`src/rtl/hed_pkg.sv`:
```
// ============================================================================
// hed_pkg
// Shared types, constants and helper functions for the HTML character
// reference decoder.
// ============================================================================
package hed_pkg;

    localparam int MAX_REF_CHARS_DEF = 15;

    localparam logic [7:0] CH_AMP   = 8'h26;  // '&'
    localparam logic [7:0] CH_SEMI  = 8'h3B;  // ';'
    localparam logic [7:0] CH_HASH  = 8'h23;  // '#'
    localparam logic [7:0] CH_LOW_X = 8'h78;  // 'x'
    localparam logic [7:0] CH_UP_X  = 8'h58;  // 'X'
    localparam logic [7:0] CH_LT    = 8'h3C;
    localparam logic [7:0] CH_GT    = 8'h3E;
    localparam logic [7:0] CH_QUOT  = 8'h22;
    localparam logic [7:0] CH_APOS  = 8'h27;
    localparam logic [7:0] CH_SPACE = 8'h20;

    localparam logic [20:0] CP_LIMIT = 21'h110000;
    localparam logic [25:0] ACC_MAX  = 26'h1FFFFF;

    typedef enum logic [2:0] {
        S_IDLE,
        S_CHARS,
        S_TAIL,
        S_UTF
    } t_state;

    // Source of the byte loaded into the output register.
    typedef enum logic [2:0] {
        SRC_IN,
        SRC_NAMED,
        SRC_UTF,
        SRC_AMP,
        SRC_CHAR,
        SRC_TAIL
    } t_src;

    // Update of the reference collector at an accepted transaction.
    typedef enum logic [2:0] {
        ACT_NONE,
        ACT_START,
        ACT_STORE,
        ACT_STORE_END,
        ACT_END
    } t_act;

    typedef struct packed {
        logic accept;
        t_act act;
        logic load;
        t_src src;
        logic run_end;
        logic text_end;
    } t_cmd;

    typedef struct packed {
        logic       collecting;
        logic       is_amp;
        logic       is_semi;
        logic       full;
        logic       named_ok;
        logic       num_ok;
        logic [2:0] ulen;
        logic       out_free;
    } t_stat;

    // Returns {valid, value} for one digit character.
    function automatic logic [4:0] digit_of(input logic [7:0] c, input logic hex);
        logic [4:0] d;
        d = 5'd0;
        if (c >= 8'h30 && c <= 8'h39) begin
            d = {1'b1, 4'(c - 8'h30)};
        end else if (hex && c >= 8'h61 && c <= 8'h66) begin
            d = {1'b1, 4'(c - 8'h57)};
        end else if (hex && c >= 8'h41 && c <= 8'h46) begin
            d = {1'b1, 4'(c - 8'h37)};
        end
        return d;
    endfunction

    // One byte of the UTF-8 encoding of cp, which is ulen bytes long.
    function automatic logic [7:0] utf8_byte(input logic [20:0] cp, input logic [2:0] ulen,
                                             input logic [1:0] idx);
        logic [7:0] b;
        b = cp[7:0];
        case (ulen)
            3'd2: begin
                b = (idx == 2'd0) ? {3'b110, cp[10:6]} : {2'b10, cp[5:0]};
            end
            3'd3: begin
                case (idx)
                    2'd0:    b = {4'b1110, cp[15:12]};
                    2'd1:    b = {2'b10, cp[11:6]};
                    default: b = {2'b10, cp[5:0]};
                endcase
            end
            3'd4: begin
                case (idx)
                    2'd0:    b = {5'b11110, cp[20:18]};
                    2'd1:    b = {2'b10, cp[17:12]};
                    2'd2:    b = {2'b10, cp[11:6]};
                    default: b = {2'b10, cp[5:0]};
                endcase
            end
            default: b = cp[7:0];
        endcase
        return b;
    endfunction

endpackage

```
`src/rtl/hed_dp.sv`:
```
// ============================================================================
// hed_dp
// Datapath: reference byte buffer, numeric accumulator, name matching,
// UTF-8 encoding and the output register.
// ============================================================================
module hed_dp #(
    parameter int MAX_REF_CHARS = hed_pkg::MAX_REF_CHARS_DEF,
    localparam int CW = $clog2(MAX_REF_CHARS + 1),
    localparam int IW = $clog2(MAX_REF_CHARS)
) (
    input  logic           i_clk,
    input  logic           i_rst_n,
    input  logic [7:0]     i_byte,
    input  hed_pkg::t_cmd  i_cmd,
    input  logic [CW-1:0]  i_idx,
    input  logic           i_out_ready,
    output hed_pkg::t_stat o_stat,
    output logic [CW-1:0]  o_count,
    output logic           o_out_valid,
    output logic [7:0]     o_out_byte,
    output logic           o_run_end,
    output logic           o_text_end
);

    logic          r_coll;
    logic [CW-1:0] r_count;
    logic [7:0]    r_chars [MAX_REF_CHARS];
    logic [7:0]    r_tail;
    logic          r_num_ok;
    logic          r_hex;
    logic [20:0]   r_acc;
    logic          r_ovf;
    logic          r_out_valid;
    logic [7:0]    r_out_byte;
    logic          r_run_end;
    logic          r_text_end;

    logic [4:0]  dig;
    logic [24:0] acc_mul;
    logic [25:0] acc_sum;
    logic        acc_sat;
    logic        named_ok;
    logic [7:0]  named_byte;
    logic [2:0]  ulen;
    logic        num_ok;
    logic [7:0]  sel_byte;
    logic        store;

    assign store = (i_cmd.act == hed_pkg::ACT_STORE) || (i_cmd.act == hed_pkg::ACT_STORE_END);

    // Saturating accumulate of the incoming digit.
    assign dig     = hed_pkg::digit_of(i_byte, r_hex);
    assign acc_mul = r_hex ? {r_acc, 4'b0000} : ({4'b0000, r_acc} << 3) + ({4'b0000, r_acc} << 1);
    assign acc_sum = {1'b0, acc_mul} + {22'd0, dig[3:0]};
    assign acc_sat = acc_sum > hed_pkg::ACC_MAX;

    always_comb begin
        named_ok   = 1'b0;
        named_byte = hed_pkg::CH_AMP;
        if (r_count == CW'(3) && r_chars[0] == 8'h61 && r_chars[1] == 8'h6D
                && r_chars[2] == 8'h70) begin
            named_ok   = 1'b1;
            named_byte = hed_pkg::CH_AMP;
        end else if (r_count == CW'(2) && r_chars[0] == 8'h6C && r_chars[1] == 8'h74) begin
            named_ok   = 1'b1;
            named_byte = hed_pkg::CH_LT;
        end else if (r_count == CW'(2) && r_chars[0] == 8'h67 && r_chars[1] == 8'h74) begin
            named_ok   = 1'b1;
            named_byte = hed_pkg::CH_GT;
        end else if (r_count == CW'(4) && r_chars[0] == 8'h71 && r_chars[1] == 8'h75
                && r_chars[2] == 8'h6F && r_chars[3] == 8'h74) begin
            named_ok   = 1'b1;
            named_byte = hed_pkg::CH_QUOT;
        end else if (r_count == CW'(4) && r_chars[0] == 8'h61 && r_chars[1] == 8'h70
                && r_chars[2] == 8'h6F && r_chars[3] == 8'h73) begin
            named_ok   = 1'b1;
            named_byte = hed_pkg::CH_APOS;
        end else if (r_count == CW'(4) && r_chars[0] == 8'h6E && r_chars[1] == 8'h62
                && r_chars[2] == 8'h73 && r_chars[3] == 8'h70) begin
            named_ok   = 1'b1;
            named_byte = hed_pkg::CH_SPACE;
        end
    end

    // A bare "#x" has no digits and therefore fails.
    assign num_ok = r_num_ok && (r_count >= CW'(2)) && !(r_hex && r_count == CW'(2))
                    && !r_ovf && (r_acc != 21'd0) && (r_acc < hed_pkg::CP_LIMIT);

    always_comb begin
        if (r_acc < 21'h80) begin
            ulen = 3'd1;
        end else if (r_acc < 21'h800) begin
            ulen = 3'd2;
        end else if (r_acc < 21'h10000) begin
            ulen = 3'd3;
        end else begin
            ulen = 3'd4;
        end
    end

    always_comb begin
        o_stat.collecting = r_coll;
        o_stat.is_amp     = (i_byte == hed_pkg::CH_AMP);
        o_stat.is_semi    = (i_byte == hed_pkg::CH_SEMI);
        o_stat.full       = (r_count == CW'(MAX_REF_CHARS));
        o_stat.named_ok   = named_ok;
        o_stat.num_ok     = num_ok;
        o_stat.ulen       = ulen;
        o_stat.out_free   = !r_out_valid || i_out_ready;
    end

    always_comb begin
        case (i_cmd.src)
            hed_pkg::SRC_IN:    sel_byte = i_byte;
            hed_pkg::SRC_NAMED: sel_byte = named_byte;
            hed_pkg::SRC_UTF:   sel_byte = hed_pkg::utf8_byte(r_acc, ulen, i_idx[1:0]);
            hed_pkg::SRC_AMP:   sel_byte = hed_pkg::CH_AMP;
            hed_pkg::SRC_CHAR:  sel_byte = r_chars[i_idx[IW-1:0]];
            hed_pkg::SRC_TAIL:  sel_byte = r_tail;
            default:            sel_byte = i_byte;
        endcase
    end

    // Collector control state.
    always_ff @(posedge i_clk) begin
        if (!i_rst_n) begin
            r_coll  <= 1'b0;
            r_count <= '0;
        end else begin
            case (i_cmd.act)
                hed_pkg::ACT_START: begin
                    r_coll  <= 1'b1;
                    r_count <= '0;
                end
                hed_pkg::ACT_STORE: begin
                    r_count <= r_count + CW'(1);
                end
                hed_pkg::ACT_STORE_END, hed_pkg::ACT_END: begin
                    r_coll  <= 1'b0;
                    r_count <= '0;
                end
                default: ;
            endcase
        end
    end

    // Buffered bytes and the running numeric parse.
    always_ff @(posedge i_clk) begin
        if (i_cmd.accept) begin
            r_tail <= i_byte;
        end
        if (store) begin
            r_chars[r_count[IW-1:0]] <= i_byte;
            if (r_count == '0) begin
                r_num_ok <= (i_byte == hed_pkg::CH_HASH);
                r_hex    <= 1'b0;
                r_acc    <= '0;
                r_ovf    <= 1'b0;
            end else if (r_count == CW'(1)
                    && (i_byte == hed_pkg::CH_LOW_X || i_byte == hed_pkg::CH_UP_X)) begin
                r_hex <= 1'b1;
            end else if (!dig[4]) begin
                r_num_ok <= 1'b0;
            end else if (acc_sat) begin
                r_acc <= hed_pkg::ACC_MAX[20:0];
                r_ovf <= 1'b1;
            end else begin
                r_acc <= acc_sum[20:0];
            end
        end
    end

    always_ff @(posedge i_clk) begin
        if (!i_rst_n) begin
            r_out_valid <= 1'b0;
        end else if (i_cmd.load) begin
            r_out_valid <= 1'b1;
        end else if (i_out_ready) begin
            r_out_valid <= 1'b0;
        end
    end

    always_ff @(posedge i_clk) begin
        if (i_cmd.load) begin
            r_out_byte <= sel_byte;
            r_run_end  <= i_cmd.run_end;
            r_text_end <= i_cmd.text_end;
        end
    end

    assign o_count     = r_count;
    assign o_out_valid = r_out_valid;
    assign o_out_byte  = r_out_byte;
    assign o_run_end   = r_run_end;
    assign o_text_end  = r_text_end;

endmodule

```
`src/rtl/hed_ctrl.sv`:
```
// ============================================================================
// hed_ctrl
// Controller: decides per accepted byte what to emit and sequences the
// replay of a failed reference or a multi-byte UTF-8 sequence.
// ============================================================================
module hed_ctrl #(
    parameter int MAX_REF_CHARS = hed_pkg::MAX_REF_CHARS_DEF,
    localparam int CW = $clog2(MAX_REF_CHARS + 1)
) (
    input  logic           i_clk,
    input  logic           i_rst_n,
    input  logic           i_in_valid,
    input  logic           i_in_final,
    input  hed_pkg::t_stat i_stat,
    input  logic [CW-1:0]  i_count,
    output logic           o_in_ready,
    output hed_pkg::t_cmd  o_cmd,
    output logic [CW-1:0]  o_idx
);

    hed_pkg::t_state r_state, n_state;
    logic [CW-1:0]   r_idx, n_idx;
    logic [CW-1:0]   r_len, n_len;
    logic            r_tail_en, n_tail_en;
    logic            r_fin, n_fin;
    logic [2:0]      r_ulen, n_ulen;

    logic          accept;
    logic          d_load;
    hed_pkg::t_src d_src;
    logic          d_last;
    hed_pkg::t_act d_act;
    logic          d_lit;
    logic          d_utf;
    logic [CW-1:0] d_len;
    logic          d_tail;
    logic          chars_last;
    logic          utf_last;

    assign o_in_ready = (r_state == hed_pkg::S_IDLE) && i_stat.out_free;
    assign accept     = i_in_valid && o_in_ready;
    assign chars_last = (r_idx + CW'(1) == r_len);
    assign utf_last   = ({1'b0, r_idx[1:0]} + 3'd1 == r_ulen);

    // What the byte at the input causes, given the collector state.
    always_comb begin
        d_load = 1'b0;
        d_src  = hed_pkg::SRC_IN;
        d_last = 1'b1;
        d_act  = hed_pkg::ACT_NONE;
        d_lit  = 1'b0;
        d_utf  = 1'b0;
        d_len  = i_count;
        d_tail = 1'b0;
        if (!i_stat.collecting) begin
            if (!i_stat.is_amp) begin
                d_load = 1'b1;
            end else if (i_in_final) begin
                d_load = 1'b1;
                d_src  = hed_pkg::SRC_AMP;
                d_act  = hed_pkg::ACT_END;
            end else begin
                d_act = hed_pkg::ACT_START;
            end
        end else if (i_stat.is_semi) begin
            d_act  = hed_pkg::ACT_END;
            d_load = 1'b1;
            if (i_stat.named_ok) begin
                d_src = hed_pkg::SRC_NAMED;
            end else if (i_stat.num_ok) begin
                d_src  = hed_pkg::SRC_UTF;
                d_last = (i_stat.ulen == 3'd1);
                d_utf  = !d_last;
            end else begin
                d_src  = hed_pkg::SRC_AMP;
                d_tail = 1'b1;
                d_last = 1'b0;
                d_lit  = 1'b1;
            end
        end else if (i_stat.is_amp) begin
            d_act  = i_in_final ? hed_pkg::ACT_END : hed_pkg::ACT_START;
            d_load = 1'b1;
            d_src  = hed_pkg::SRC_AMP;
            d_tail = i_in_final;
            d_last = (i_count == '0) && !i_in_final;
            d_lit  = !d_last;
        end else if (!i_stat.full) begin
            if (i_in_final) begin
                d_act  = hed_pkg::ACT_STORE_END;
                d_load = 1'b1;
                d_src  = hed_pkg::SRC_AMP;
                d_len  = i_count + CW'(1);
                d_last = 1'b0;
                d_lit  = 1'b1;
            end else begin
                d_act = hed_pkg::ACT_STORE;
            end
        end else begin
            d_act  = hed_pkg::ACT_END;
            d_load = 1'b1;
            d_src  = hed_pkg::SRC_AMP;
            d_tail = 1'b1;
            d_last = 1'b0;
            d_lit  = 1'b1;
        end
    end

    // Next state.
    always_comb begin
        n_state   = r_state;
        n_idx     = r_idx;
        n_len     = r_len;
        n_tail_en = r_tail_en;
        n_fin     = r_fin;
        n_ulen    = r_ulen;
        case (r_state)
            hed_pkg::S_IDLE: begin
                if (accept) begin
                    n_fin     = i_in_final;
                    n_len     = d_len;
                    n_tail_en = d_tail;
                    n_ulen    = i_stat.ulen;
                    if (d_utf) begin
                        n_state = hed_pkg::S_UTF;
                        n_idx   = CW'(1);
                    end else if (d_lit) begin
                        n_idx   = '0;
                        n_state = (d_len != '0) ? hed_pkg::S_CHARS : hed_pkg::S_TAIL;
                    end
                end
            end
            hed_pkg::S_CHARS: begin
                if (i_stat.out_free) begin
                    n_idx = r_idx + CW'(1);
                    if (chars_last) begin
                        n_state = r_tail_en ? hed_pkg::S_TAIL : hed_pkg::S_IDLE;
                    end
                end
            end
            hed_pkg::S_TAIL: begin
                if (i_stat.out_free) begin
                    n_state = hed_pkg::S_IDLE;
                end
            end
            hed_pkg::S_UTF: begin
                if (i_stat.out_free) begin
                    n_idx = r_idx + CW'(1);
                    if (utf_last) begin
                        n_state = hed_pkg::S_IDLE;
                    end
                end
            end
            default: n_state = hed_pkg::S_IDLE;
        endcase
    end

    // Commands to the datapath.
    always_comb begin
        o_cmd.accept   = 1'b0;
        o_cmd.act      = hed_pkg::ACT_NONE;
        o_cmd.load     = 1'b0;
        o_cmd.src      = hed_pkg::SRC_IN;
        o_cmd.run_end  = 1'b0;
        o_cmd.text_end = 1'b0;
        o_idx          = r_idx;
        case (r_state)
            hed_pkg::S_IDLE: begin
                o_idx          = '0;
                o_cmd.accept   = accept;
                o_cmd.act      = accept ? d_act : hed_pkg::ACT_NONE;
                o_cmd.load     = accept && d_load;
                o_cmd.src      = d_src;
                o_cmd.run_end  = d_last;
                o_cmd.text_end = d_last && i_in_final;
            end
            hed_pkg::S_CHARS: begin
                o_cmd.load     = i_stat.out_free;
                o_cmd.src      = hed_pkg::SRC_CHAR;
                o_cmd.run_end  = chars_last && !r_tail_en;
                o_cmd.text_end = chars_last && !r_tail_en && r_fin;
            end
            hed_pkg::S_TAIL: begin
                o_cmd.load     = i_stat.out_free;
                o_cmd.src      = hed_pkg::SRC_TAIL;
                o_cmd.run_end  = 1'b1;
                o_cmd.text_end = r_fin;
            end
            hed_pkg::S_UTF: begin
                o_cmd.load     = i_stat.out_free;
                o_cmd.src      = hed_pkg::SRC_UTF;
                o_cmd.run_end  = utf_last;
                o_cmd.text_end = utf_last && r_fin;
            end
            default: ;
        endcase
    end

    always_ff @(posedge i_clk) begin
        if (!i_rst_n) begin
            r_state <= hed_pkg::S_IDLE;
        end else begin
            r_state <= n_state;
        end
    end

    always_ff @(posedge i_clk) begin
        r_idx     <= n_idx;
        r_len     <= n_len;
        r_tail_en <= n_tail_en;
        r_fin     <= n_fin;
        r_ulen    <= n_ulen;
    end

    // The output register is only ever loaded when its byte leaves or it is empty.
    a_load_free: assert property (@(posedge i_clk) disable iff (!i_rst_n)
        o_cmd.load |-> i_stat.out_free)
        else $error("output register overwritten while full");

    a_chars_range: assert property (@(posedge i_clk) disable iff (!i_rst_n)
        r_state == hed_pkg::S_CHARS |-> r_idx < r_len)
        else $error("replay index beyond buffered reference");

    a_utf_range: assert property (@(posedge i_clk) disable iff (!i_rst_n)
        r_state == hed_pkg::S_UTF |-> ({1'b0, r_idx[1:0]} < r_ulen && r_ulen >= 3'd2))
        else $error("UTF-8 index beyond sequence length");

    a_text_run: assert property (@(posedge i_clk) disable iff (!i_rst_n)
        o_cmd.load && o_cmd.text_end |-> o_cmd.run_end)
        else $error("end of text without end of run");

    a_replay_done: assert property (@(posedge i_clk) disable iff (!i_rst_n)
        (r_state == hed_pkg::S_TAIL && i_stat.out_free) |=> r_state == hed_pkg::S_IDLE)
        else $error("tail byte did not close the replay");

endmodule

```
`src/rtl/html_entity_decoder_unit.sv`:
```
// ============================================================================
// html_entity_decoder_unit
// Streaming HTML character reference decoder: passes text bytes through and
// replaces named and numeric references by their byte or UTF-8 sequence.
// ============================================================================
//
//  Channel  Dir  tdata            tuser      tlast
//  s_axis   in   [7:0] in_byte    -          in_final
//  m_axis   out  [7:0] out_byte   [0] run_end text_end
//
//  Plain bytes and bytes held in a reference are taken one per cycle while
//  the output register is free; a byte that yields N output bytes holds the
//  input until the replay sequencer has loaded them all, and a failed
//  reference of L held bytes gives '&', those bytes and at most one more.
//  Reset (i_rst_n low, synchronous) empties the output register and leaves
//  the decoder outside any reference. A stall on m_axis holds the input.
//
module html_entity_decoder_unit #(
    parameter int MAX_REF_CHARS = hed_pkg::MAX_REF_CHARS_DEF
) (
    input  logic       i_clk,
    input  logic       i_rst_n,
    input  logic       s_axis_tvalid,
    output logic       s_axis_tready,
    input  logic [7:0] s_axis_tdata,   // [7:0] in_byte
    input  logic       s_axis_tlast,
    output logic       m_axis_tvalid,
    input  logic       m_axis_tready,
    output logic [7:0] m_axis_tdata,   // [7:0] out_byte
    output logic [0:0] m_axis_tuser,   // [0] run_end
    output logic       m_axis_tlast
);

    localparam int CW = $clog2(MAX_REF_CHARS + 1);

    hed_pkg::t_cmd  cmd;
    hed_pkg::t_stat stat;
    logic [CW-1:0]  count;
    logic [CW-1:0]  idx;

    hed_ctrl #(
        .MAX_REF_CHARS(MAX_REF_CHARS)
    ) u_ctrl (
        .i_clk      (i_clk),
        .i_rst_n    (i_rst_n),
        .i_in_valid (s_axis_tvalid),
        .i_in_final (s_axis_tlast),
        .i_stat     (stat),
        .i_count    (count),
        .o_in_ready (s_axis_tready),
        .o_cmd      (cmd),
        .o_idx      (idx)
    );

    hed_dp #(
        .MAX_REF_CHARS(MAX_REF_CHARS)
    ) u_dp (
        .i_clk       (i_clk),
        .i_rst_n     (i_rst_n),
        .i_byte      (s_axis_tdata),
        .i_cmd       (cmd),
        .i_idx       (idx),
        .i_out_ready (m_axis_tready),
        .o_stat      (stat),
        .o_count     (count),
        .o_out_valid (m_axis_tvalid),
        .o_out_byte  (m_axis_tdata),
        .o_run_end   (m_axis_tuser[0]),
        .o_text_end  (m_axis_tlast)
    );

endmodule

```
`config.mk`:
```
export PLATFORM = sky130hd
export DESIGN_NAME = html_entity_decoder_unit
export DESIGN_NICKNAME = d
export VERILOG_FILES = /design/src/rtl/hed_pkg.sv /design/src/rtl/hed_dp.sv /design/src/rtl/hed_ctrl.sv /design/src/rtl/html_entity_decoder_unit.sv
export SDC_FILE = /design/constraint.sdc
export NUM_CORES = 1
export LEC_CHECK = 0
export ABC_CLOCK_PERIOD_IN_PS = 5300
export BUFFER_PORTS_ARGS = -buffer_cell sky130_fd_sc_hd__clkbuf_2
export CAP_MARGIN = 25
export CORE_MARGIN = 4
export CORE_UTILIZATION = 55
export CTS_CLUSTER_SIZE = 28
export DETAILED_ROUTE_END_ITERATION = 8
export PLACE_DENSITY_LB_ADDON = 0.2
export SLEW_MARGIN = 10
export SYNTH_ARGS = -nofsm -noshare
export SYNTH_HDL_FRONTEND = slang
export SYNTH_SLANG_ARGS = --single-unit
```
`constraint.sdc`:
```
create_clock -name i_clk -period 5.3 [get_ports i_clk]
set_input_delay 1.06 -clock i_clk [delete_from_list [all_inputs] [get_ports i_clk]]
set_output_delay 1.06 -clock i_clk [all_outputs]
set_load 0.02 [all_outputs]
```
==> results.py, run 1 <==
metrics = {
    "worst_setup_path": {
        "cp-start-kind": "input pin",
        "crit_fanout": 16,
        "timing.rr.start": "u_dp.r_acc[2]",
        "reg2reg_to": "u_dp.r_acc[1]",
        "cp.required_ns": 5.48,
        "endpoint": "u_dp.r_acc[1]",
        "arrival_ns": 4.60,
        "reg2reg_slack_ns": 0.94,
        "cp-startpoint": "s_axis_tdata[1]",
        "end_kind": "flop",
        "path_class": "in2reg",
        "reg2reg_depth": 13,
    },
    "placed_design": {
        "dp_hpwl_mm": 21.2,
        "dp.cells": 1289,
        "gp_congestion": 0.944,
        "place_area_um2": 11600,
        "io_buffers": 24,
    },
    "timing": {
        "finalCritPeriodShare": 0.834,
        "setup_viol": 0,
        "tightest_slew_ns": 1.00,
        "layout_min_cycle_time_ns": 4.42,
        "final_max_slew_viol_count": 0,
        "finalHoldViolations": 0,
        "rsz0062_at_grt": "no",
        "tns_ns": 0,
        "clock_skew_ns": 0.0151,
        "fmax_mhz": 226,
        "relSlewSlack": 0.315,
    },
    "die": {
        "placementRows": 51,
        "dieHeight_um": 150,
        "num_io_pins": 25,
        "die_w_um": 150,
        "core_area_um2": 19700,
        "die_area_um2": 22500,
        "initial_core_util": 0.565,
    },
    "logic_synthesis": {
        "yosysUniqueCellTypes": 85,
        "ys_warn_count": 0,
        "synth_common_cells": "edfxtp_1, nor2_1, nand2_1",
        "ys_seq_area_frac": 0.509,
        "yosys_register_bits": 191,
        "syn-instance-count": 1022,
        "ys_async_sr_fraction": 0,
        "synth_top_area_cell": "edfxtp_1",
        "syn_area_um2": 11100,
        "synth.avg_cell_area_um2": 10.9,
        "synth_area_leaders": "edfxtp_1, ha_1, nor2_1, nand2_1, mux2i_1",
        "synth_flop_cell": "edfxtp_1",
        "synth.most_common_cell": "edfxtp_1",
        "synth_edf_count": 183,
        "synth_top_area_frac": 0.495,
    },
    "clock_network": {
        "cts_sinks": 191,
        "cts_tree": "built",
        "clockRootBuffer": "clkbuf_16",
        "hold_buffers": 0,
        "cts_resized": 0,
        "cts_buffers": 17,
        "clock_latency_ns": 0.45,
        "htreeDepth": 4,
        "clockBufferDepth": 2,
        "cts.clk_slew.worst_paths_ns": 0.08,
        "post-cts-setup-buffer-count": 0,
    },
    "grt": {
        "antenna_found_initial": 2,
        "grt_pass1_vias": 8393,
        "grt_util_all_layers": 0.273,
        "overflow": 0,
        "grt_pass1_wl_mm": 46.7,
        "grt_max_degree": 46,
    },
    "layout": {
        "final-instance-count-excl-fill": 1323,
        "fillers": 1606,
        "layout-drive-gt1-share": 0.123,
        "fin_area_um2": 12200,
        "fin_nets": 1095,
        "register_area_um2": 5660,
        "area_growth_pct": 9.77,
        "multi_input_area_um2": 5170,
        "fin_util": 0.620,
    },
    "power": {
        "vdd_ir_drop_max_mv": 0.227,
        "power_density_nw_per_um2": 271,
        "leakage_nw": 4.17,
    },
    "job": {
        "drv_cap": 0,
    },
    "drt": {
        "viasPerCell": 6.56,
        "final_antenna_net_count": 0,
        "drc": 0,
        "drt_first_pass_iters": 6,
        "routedWlPerCell_um": 22.7,
        "drt_wl_total_mm": 30.0,
        "initialDrtViolationCount": 983,
        "dr_total_vias": 8673,
    },
    "worst_hold_path": {
        "hold_start": "u_ctrl.r_state[0]",
        "hold_path_class": "reg2reg",
    },
    "status": {
        "outcome": "completed",
    },
}
==> critical path: stages <==
cell       delay [ns]
clkbuf_2         0.11
inv_1            0.07
ha_1             0.19
nor2_1           0.09
o21ai_0          0.07
and3_1           0.23
nor2_1           0.25
nor2_1           0.09
ha_1             0.33
a21o_1           0.13
nand2_1          0.07
nor2_1           0.16
nor4b_4          0.33
o2111ai_2        0.24
a2111oi_4        0.38
mux2i_4          0.48
buf_12           0.22
a21oi_1          0.08
==> metal layers <==
| metal | vias up | part of all wire | global-route usage | wire (um) |
|---|---|---|---|---|
| met5 | - | 0 | 0 | 0 |
| met4 | 0 | 0.025 | 0.0984 | 738 |
| met3 | 50 | 0.10 | 0.0677 | 3070 |
| met2 | 461 | 0.46 | 0.423 | 13900 |
| met1 | 4203 | 0.41 | 0.377 | 12300 |
| li1 | 3959 | - | - | - |
==> cells by family after synthesis <==
group	after synthesis	share of synthesized area
flip-flops	191	0.509
AO/OA/AOI/OAI	283	0.178
AND/OR/NAND/NOR	346	0.160
XOR/XNOR	39	0.0308
other	1	0.000338
adder cells (fa/ha/maj)	39	0.0453
buffers and inverters	80	0.0288
multiplexers	43	0.0482
==> stage by stage <==
step	worst slack (ns)	hold slack [ns]	power [W]
after floorplan	1.07	0.496	0.00190
after global placement	0.464	0.519	0.00202
after detailed placement	0.402	0.539	0.00202
after CTS	0.878	0.562	0.00330
after global routing	0.608	0.601	0.00341
final	0.882	0.561	0.00330
==> worst min-delay path by stage <==
stage,endpoint,slack [ns],cells past startpoint
finish,u_ctrl.r_state[0],0.56,2
global route,u_dp.o_text_end,0.60,2
CTS,u_ctrl.r_state[0],0.56,2
detailed placement,u_dp.o_text_end,0.54,2
global placement,u_dp.o_text_end,0.52,2
floorplan,u_ctrl.r_state[0],0.50,2
==> sequential cells by signal, summed over array words and instances (netlist names), 2 cells and up <==
name	flops
u_dp.r_tail	8
u_ctrl.r_state	2
u_dp.r_acc	21
u_ctrl.r_len	4
u_dp.r_chars	128
u_dp.o_out_byte	8
u_ctrl.r_ulen	3
u_dp.o_count	4
u_ctrl.r_idx	4
==> area by class of cell <==
cell class,count,area share
well taps,265,0.0272
clock inverters,15,0.0165
flip-flops and latches,191,0.464
clock buffers,17,0.0349
repair buffers,44,0.0232
diodes,2,0.000411
inverters,31,0.00955
multi-input cells,758,0.424
==> placed cells by master, fill, tap and decap left out, types with 21 or more instances in the layout <==
cell	instances
nor2_1	105
a21oi_2	22
inv_1	30
clkbuf_2	24
nand3_1	21
a21oi_1	57
ha_1	37
edfxtp_1	183
mux2i_1	30
o22ai_1	22
nand2_1	85
o21ai_0	52
==> report_power, final <==
part           switching [W]  total (W)  leakage, nW  internal (W)
clock network       0.000655    0.00131        0.301      0.000652
logic               0.000200   0.000289         2.16     0.0000893
registers          0.0000164    0.00170         1.71       0.00169
(Power assumes the default switching activity.)
==> inputs of run 2 (changes only) <==
--- a/config.mk
+++ b/config.mk
@@ -5,7 +5,7 @@
 export SDC_FILE = /design/constraint.sdc
 export NUM_CORES = 1
 export LEC_CHECK = 0
-export ABC_CLOCK_PERIOD_IN_PS = 5300
+export ABC_CLOCK_PERIOD_IN_PS = 4180
 export BUFFER_PORTS_ARGS = -buffer_cell sky130_fd_sc_hd__clkbuf_2
 export CAP_MARGIN = 25
 export CORE_MARGIN = 4
==> constraint.sdc (replaced) <==
create_clock -name i_clk -period 4.18 [get_ports i_clk]
set_input_delay 0.836 -clock i_clk [delete_from_list [all_inputs] [get_ports i_clk]]
set_output_delay 0.836 -clock i_clk [all_outputs]
set_load 0.02 [all_outputs]
==> results.py, run 2 (synthesis results as in run 1) <==
metrics = {
    "status": {
        "outcome": "completed",
    },
    "clock_network": {
        "cts_buffers": 17,
        "hold_buffers": 0,
        "htreeDepth": 4,
        "clock_latency_ns": 0.45,
        "cts_tree": "built",
        "cts.clk_slew.worst_paths_ns": 0.08,
        "clockRootBuffer": "clkbuf_16",
        "clockBufferDepth": 2,
        "cts_sinks": 191,
    },
    "timing": {
        "clock_skew_ns": 0.0168,
        "setup_ws_ns": 0.279,
        "tightest_slew_ns": 1.07,
        "finalHoldViolations": 0,
        "fmax_mhz": 256,
        "finalCritPeriodShare": 0.933,
        "layout_min_cycle_time_ns": 3.90,
        "relSlewSlack": 0.277,
        "rsz0062_at_grt": "yes",
        "final_max_slew_viol_count": 0,
        "setup_viol": 0,
    },
    "worst_setup_path": {
        "reg2reg_slack_ns": 0.28,
        "path_buf_inv": 2,
        "reg2reg_depth": 13,
        "timing.rr.start": "u_dp.r_acc[2]",
        "crit_family": "compound AO/OA/AOI/OAI gates",
        "critical_path_depth": 13,
        "critPathMaxStageDelay_ns": 0.44,
        "crit_slowest_cell": "a2111oi_4",
        "arrival_ns": 4.09,
        "reg2reg_to": "u_dp.r_ovf",
        "path_class": "reg2reg",
        "crit_fanout": 6,
        "cp.required_ns": 4.37,
        "cp-start-kind": "flop",
        "cp_cell_sequence": "ha_1 > inv_1 > fa_1 > nand2b_1 > a211oi_4 > o21a_1 > o21ai_0 > a211oi_1 > o211ai_1 > a2111oi_4 > mux2i_4 > buf_4 > a21boi_0",
        "end_kind": "flop",
    },
    "placed_design": {
        "dp_hpwl_mm": 22.6,
        "gp_congestion": 0.973,
        "dp.cells": 1335,
        "place_area_um2": 11900,
        "io_buffers": 24,
        "dp_slack_ns": -0.167,
    },
    "die": {
        "die_w_um": 150,
        "dieHeight_um": 150,
        "core_area_um2": 19700,
        "placementRows": 51,
        "initial_core_util": 0.565,
        "die_area_um2": 22500,
        "num_io_pins": 25,
    },
    "grt": {
        "grt_max_degree": 28,
        "grt_util_all_layers": 0.283,
        "overflow": 0,
        "antenna_found_initial": 2,
        "grt_pass1_vias": 8643,
        "grt_pass1_wl_mm": 48.3,
    },
    "layout": {
        "fin_util": 0.640,
        "fin_area_um2": 12600,
        "fin_nets": 1141,
        "area_growth_pct": 13.3,
        "layout-drive-gt1-share": 0.162,
        "largest_reg_flops": 128,
        "final_common_cell": "edfxtp_1",
        "final_cell_mix": "edfxtp_1, nor2_1, nand2_1, buf_4, a21oi_1",
        "final-instance-count-excl-fill": 1370,
    },
    "drt": {
        "routedWlPerCell_um": 22.9,
        "met3WireLength_mm": 2.87,
        "drc": 0,
        "drt_wl_total_mm": 31.3,
        "final_antenna_net_count": 0,
        "wl_met2_mm": 14.7,
        "top_layer_used": "met4",
        "wl_met1_mm": 12.9,
        "dr_total_vias": 8916,
        "initialDrtViolationCount": 957,
        "drt_first_pass_iters": 7,
        "viasPerCell": 6.51,
    },
    "power": {
        "vdd_ir_drop_max_mv": 0.298,
        "leakage_nw": 4.41,
        "power_density_nw_per_um2": 336,
        "total_power_w": 0.00422,
    },
    "worst_hold_path": {
        "timing.hold.worst_endpoint": "u_ctrl.r_state[0]",
        "holdPathStages": 2,
        "hold_start": "u_ctrl.r_state[0]",
        "hold_path_class": "reg2reg",
    },
    "job": {
        "drv_cap": 0,
    },
}
run 2: through the flow:
step | hold slack (ns) | setup TNS [ns]
floorplan | 0.496 | 0
global placement | 0.537 | -0.208
detailed placement | 0.556 | -2.93
CTS | 0.566 | 0
global route | 0.597 | -0.0106
finish | 0.566 | 0
run 2: how the worst max path moves through the flow:
stage	start	endpoint	slack (ns)
2_1_floorplan	u_dp.r_hex	u_dp.r_acc[2]	0.07
3_3_place_gp	s_axis_tdata[1]	u_dp.r_ovf	-0.04
3_5_place_dp	s_axis_tdata[1]	u_dp.r_ovf	-0.17
4_1_cts	u_dp.r_acc[2]	u_dp.r_ovf	0.24
5_1_grt	s_axis_tdata[1]	u_dp.r_ovf	-0.01
6_report	u_dp.r_acc[2]	u_dp.r_ovf	0.28
run 2: metal layers:
| metal | track usage | vias up |
|---|---|---|
| li1 | - | 4065 |
| met2 | 0.452 | 473 |
| met1 | 0.387 | 4313 |
| met5 | 0 | - |
| met3 | 0.0611 | 65 |
| met4 | 0.0952 | 0 |
run 2: what timing repair did:
| action | CTS | global route |
|---|---|---|
| setup buffers | 0 | 0 |
| endpoints found under the setup margin | 0 | 22 |
| resized for setup | 0 | 5 |
run 2: worst min-delay path: stages (launching register included):
cell	delay (ns)
dfxtp_1	0.38
nand2_1	0.08
mux2i_1	0.07
run 2: power by group:
group | leakage [nW] | internal (W) | switching (W)
clock network | 0.305 | 0.000828 | 0.000849
registers | 1.71 | 0.00214 | 0.0000195
logic | 2.39 | 0.000127 | 0.000257
total | 4.41 | 0.00310 | 0.00113
run 2: area by class of cell:
class | instances | area (um^2)
sequential | 191 | 5660
multi-input combinational | 758 | 5200
inverter | 31 | 116
clock buffer | 17 | 425
clock inverter | 15 | 205
timing repair buffer | 90 | 632
fill | 1577 | 7080
tap | 265 | 332
antenna | 3 | 7.51
==> inputs of run 3 (changes only) <==
--- a/config.mk
+++ b/config.mk
@@ -5,7 +5,7 @@
 export SDC_FILE = /design/constraint.sdc
 export NUM_CORES = 1
 export LEC_CHECK = 0
-export ABC_CLOCK_PERIOD_IN_PS = 4180
+export ABC_CLOCK_PERIOD_IN_PS = 3400
 export BUFFER_PORTS_ARGS = -buffer_cell sky130_fd_sc_hd__clkbuf_2
 export CAP_MARGIN = 25
 export CORE_MARGIN = 4
==> constraint.sdc (replaced) <==
create_clock -name i_clk -period 3.4 [get_ports i_clk]
set_input_delay 0.68 -clock i_clk [delete_from_list [all_inputs] [get_ports i_clk]]
set_output_delay 0.68 -clock i_clk [all_outputs]
set_load 0.02 [all_outputs]
==> results.py, run 3 (synthesis results as in run 1) <==
metrics = {
    "layout": {
        "largest_reg_flops": 128,
        "layout-drive-gt1-share": 0.306,
        "fin_nets": 1307,
        "fillers": 1450,
        "final_cell_mix": "buf_4, edfxtp_1, nor2_1, nand2_1, a21oi_1",
        "area_growth_pct": 28.3,
        "antenna_cells": 0,
        "fin_area_um2": 14200,
        "final_common_cell": "buf_4",
    },
    "power": {
        "combPwrFrac": 0.098,
        "leakage_nw": 5.32,
        "p_int_w": 0.00387,
        "swShare": 0.275,
        "seqPwrFrac": 0.496,
        "power_density_nw_per_um2": 375,
        "vdd_ir_drop_max_mv": 0.290,
        "p_switching_w": 0.00147,
        "pwr-share-clk": 0.406,
    },
    "grt": {
        "grt_max_degree": 47,
        "grt_pass1_wl_mm": 51.5,
        "grt_util_all_layers": 0.300,
        "grt_pass1_vias": 9359,
        "overflow": 0,
        "antenna_found_initial": 0,
    },
    "timing": {
        "clock_skew_ns": 0.0127,
        "rsz0062_at_grt": "yes",
        "setup_viol": 22,
        "fmax_mhz": 259,
        "layout_min_cycle_time_ns": 3.85,
        "tightest_slew_ns": 0.901,
        "finalCritPeriodShare": 1.13,
        "final_max_slew_viol_count": 0,
        "setup_ws_ns": -0.454,
        "relSlewSlack": 0.398,
        "tns_ns": -7.05,
        "finalHoldViolations": 0,
    },
    "die": {
        "initial_core_util": 0.565,
        "num_io_pins": 25,
        "core_area_um2": 19700,
        "die_w_um": 150,
        "placementRows": 51,
        "die_area_um2": 22500,
        "dieHeight_um": 150,
    },
    "worst_setup_path": {
        "cp-start-kind": "input pin",
        "end_kind": "flop",
        "crit_fanout": 4,
        "cp.required_ns": 3.71,
        "path_class": "in2reg",
        "arrival_ns": 4.16,
        "reg2reg_slack_ns": -0.36,
    },
    "clock_network": {
        "cts_sinks": 191,
        "clock_latency_ns": 0.45,
        "cts.clk_slew.worst_paths_ns": 0.08,
        "cts_tree": "built",
        "clockBufferDepth": 2,
        "clockRootBuffer": "clkbuf_16",
        "cts_buffers": 17,
        "htreeDepth": 4,
    },
    "placed_design": {
        "io_buffers": 24,
        "gp_congestion": 0.958,
        "dp_hpwl_mm": 23.7,
        "dp_slack_ns": -0.790,
        "place_area_um2": 13000,
    },
    "drt": {
        "drt_wl_total_mm": 33.5,
        "dr_total_vias": 9574,
        "routedWlPerCell_um": 21.8,
        "viasPerCell": 6.25,
        "final_antenna_net_count": 0,
        "initialDrtViolationCount": 1208,
        "drc": 0,
        "drt_first_pass_iters": 6,
    },
    "status": {
        "violations": "setup timing",
        "outcome": "finished with violations",
    },
    "worst_hold_path": {
        "hold_path_class": "reg2reg",
    },
    "job": {
        "drv_cap": 0,
    },
}
[run 3: final cells by class]
| cell class | instances | area (um^2) | area share |
|---|---|---|---|
| Clock buffer | 17 | 425 | 0.0299 |
| Inverter | 31 | 138 | 0.00966 |
| Clock inverter | 15 | 234 | 0.0164 |
| Sequential cell | 191 | 5660 | 0.397 |
| Timing Repair Buffer | 256 | 1990 | 0.140 |
| Multi-Input combinational cell | 758 | 5470 | 0.384 |
| Tap cell | 265 | 332 | 0.0233 |
[run 3: power by group through the flow]
stage | registers (W) | logic (W) | clock network, W
floorplan | 0.00273 | 0.000247 | 0
global placement | 0.00270 | 0.000490 | 0
detailed placement | 0.00271 | 0.000494 | 0
CTS | 0.00265 | 0.000506 | 0.00218
global route | 0.00266 | 0.000555 | 0.00230
finish | 0.00265 | 0.000522 | 0.00217
[run 3: worst paths after layout]
check / from / to / cells after the start
setup / recovery: s_axis_tdata[1] / u_dp.r_acc[0] / 27
setup reg to reg: u_dp.r_hex / u_dp.r_acc[0] / 22
hold / removal: u_ctrl.r_state[0] / u_ctrl.r_state[0] / 2
hold reg to reg: u_ctrl.r_state[0] / u_ctrl.r_state[0] / 2
[run 3: layer usage]
metal | global-route usage | up-vias | wire (um)
met5 | 0 | - | 0
met4 | 0.103 | 0 | 1050
met3 | 0.0689 | 104 | 3190
met2 | 0.477 | 530 | 15700
met1 | 0.407 | 4556 | 13600
li1 | - | 4384 | -
[run 3: repair_timing]
item,in CTS,in global routing
pin swaps,15,33
hold buffers,0,0
cloned,1,0
setup endpoints to repair,22,25
setup buffers,28,17
resized for setup,34,29
[run 3: worst max-delay path: stages]
cell and delay [ns]:
buf_8 0.12, inv_16 0.06, ha_4 0.12, nor2_1 0.03, nand2_1 0.05, nand4_1 0.21, buf_4 0.23, buf_4 0.12
buf_4 0.12, buf_4 0.13, buf_4 0.12, buf_4 0.12, buf_4 0.13, buf_4 0.12, buf_4 0.12, buf_4 0.12
buf_4 0.12, buf_4 0.13, buf_4 0.12, buf_4 0.12, buf_4 0.12, buf_4 0.13, buf_4 0.13, buf_4 0.13
a311oi_2 0.32, a21oi_2 0.10, a21oi_2 0.14
[run 3: through the flow]
stage	hold slack, ns	std cells	total power (W)	utilization
2_1_floorplan	0.496	1029	0.00297	-
3_3_place_gp	0.528	1457	0.00319	0.660
3_5_place_dp	0.527	1457	0.00320	0.660
4_1_cts	0.541	1518	0.00534	0.713
5_1_grt	0.573	1533	0.00551	0.725
6_report	0.542	1533	0.00534	0.725
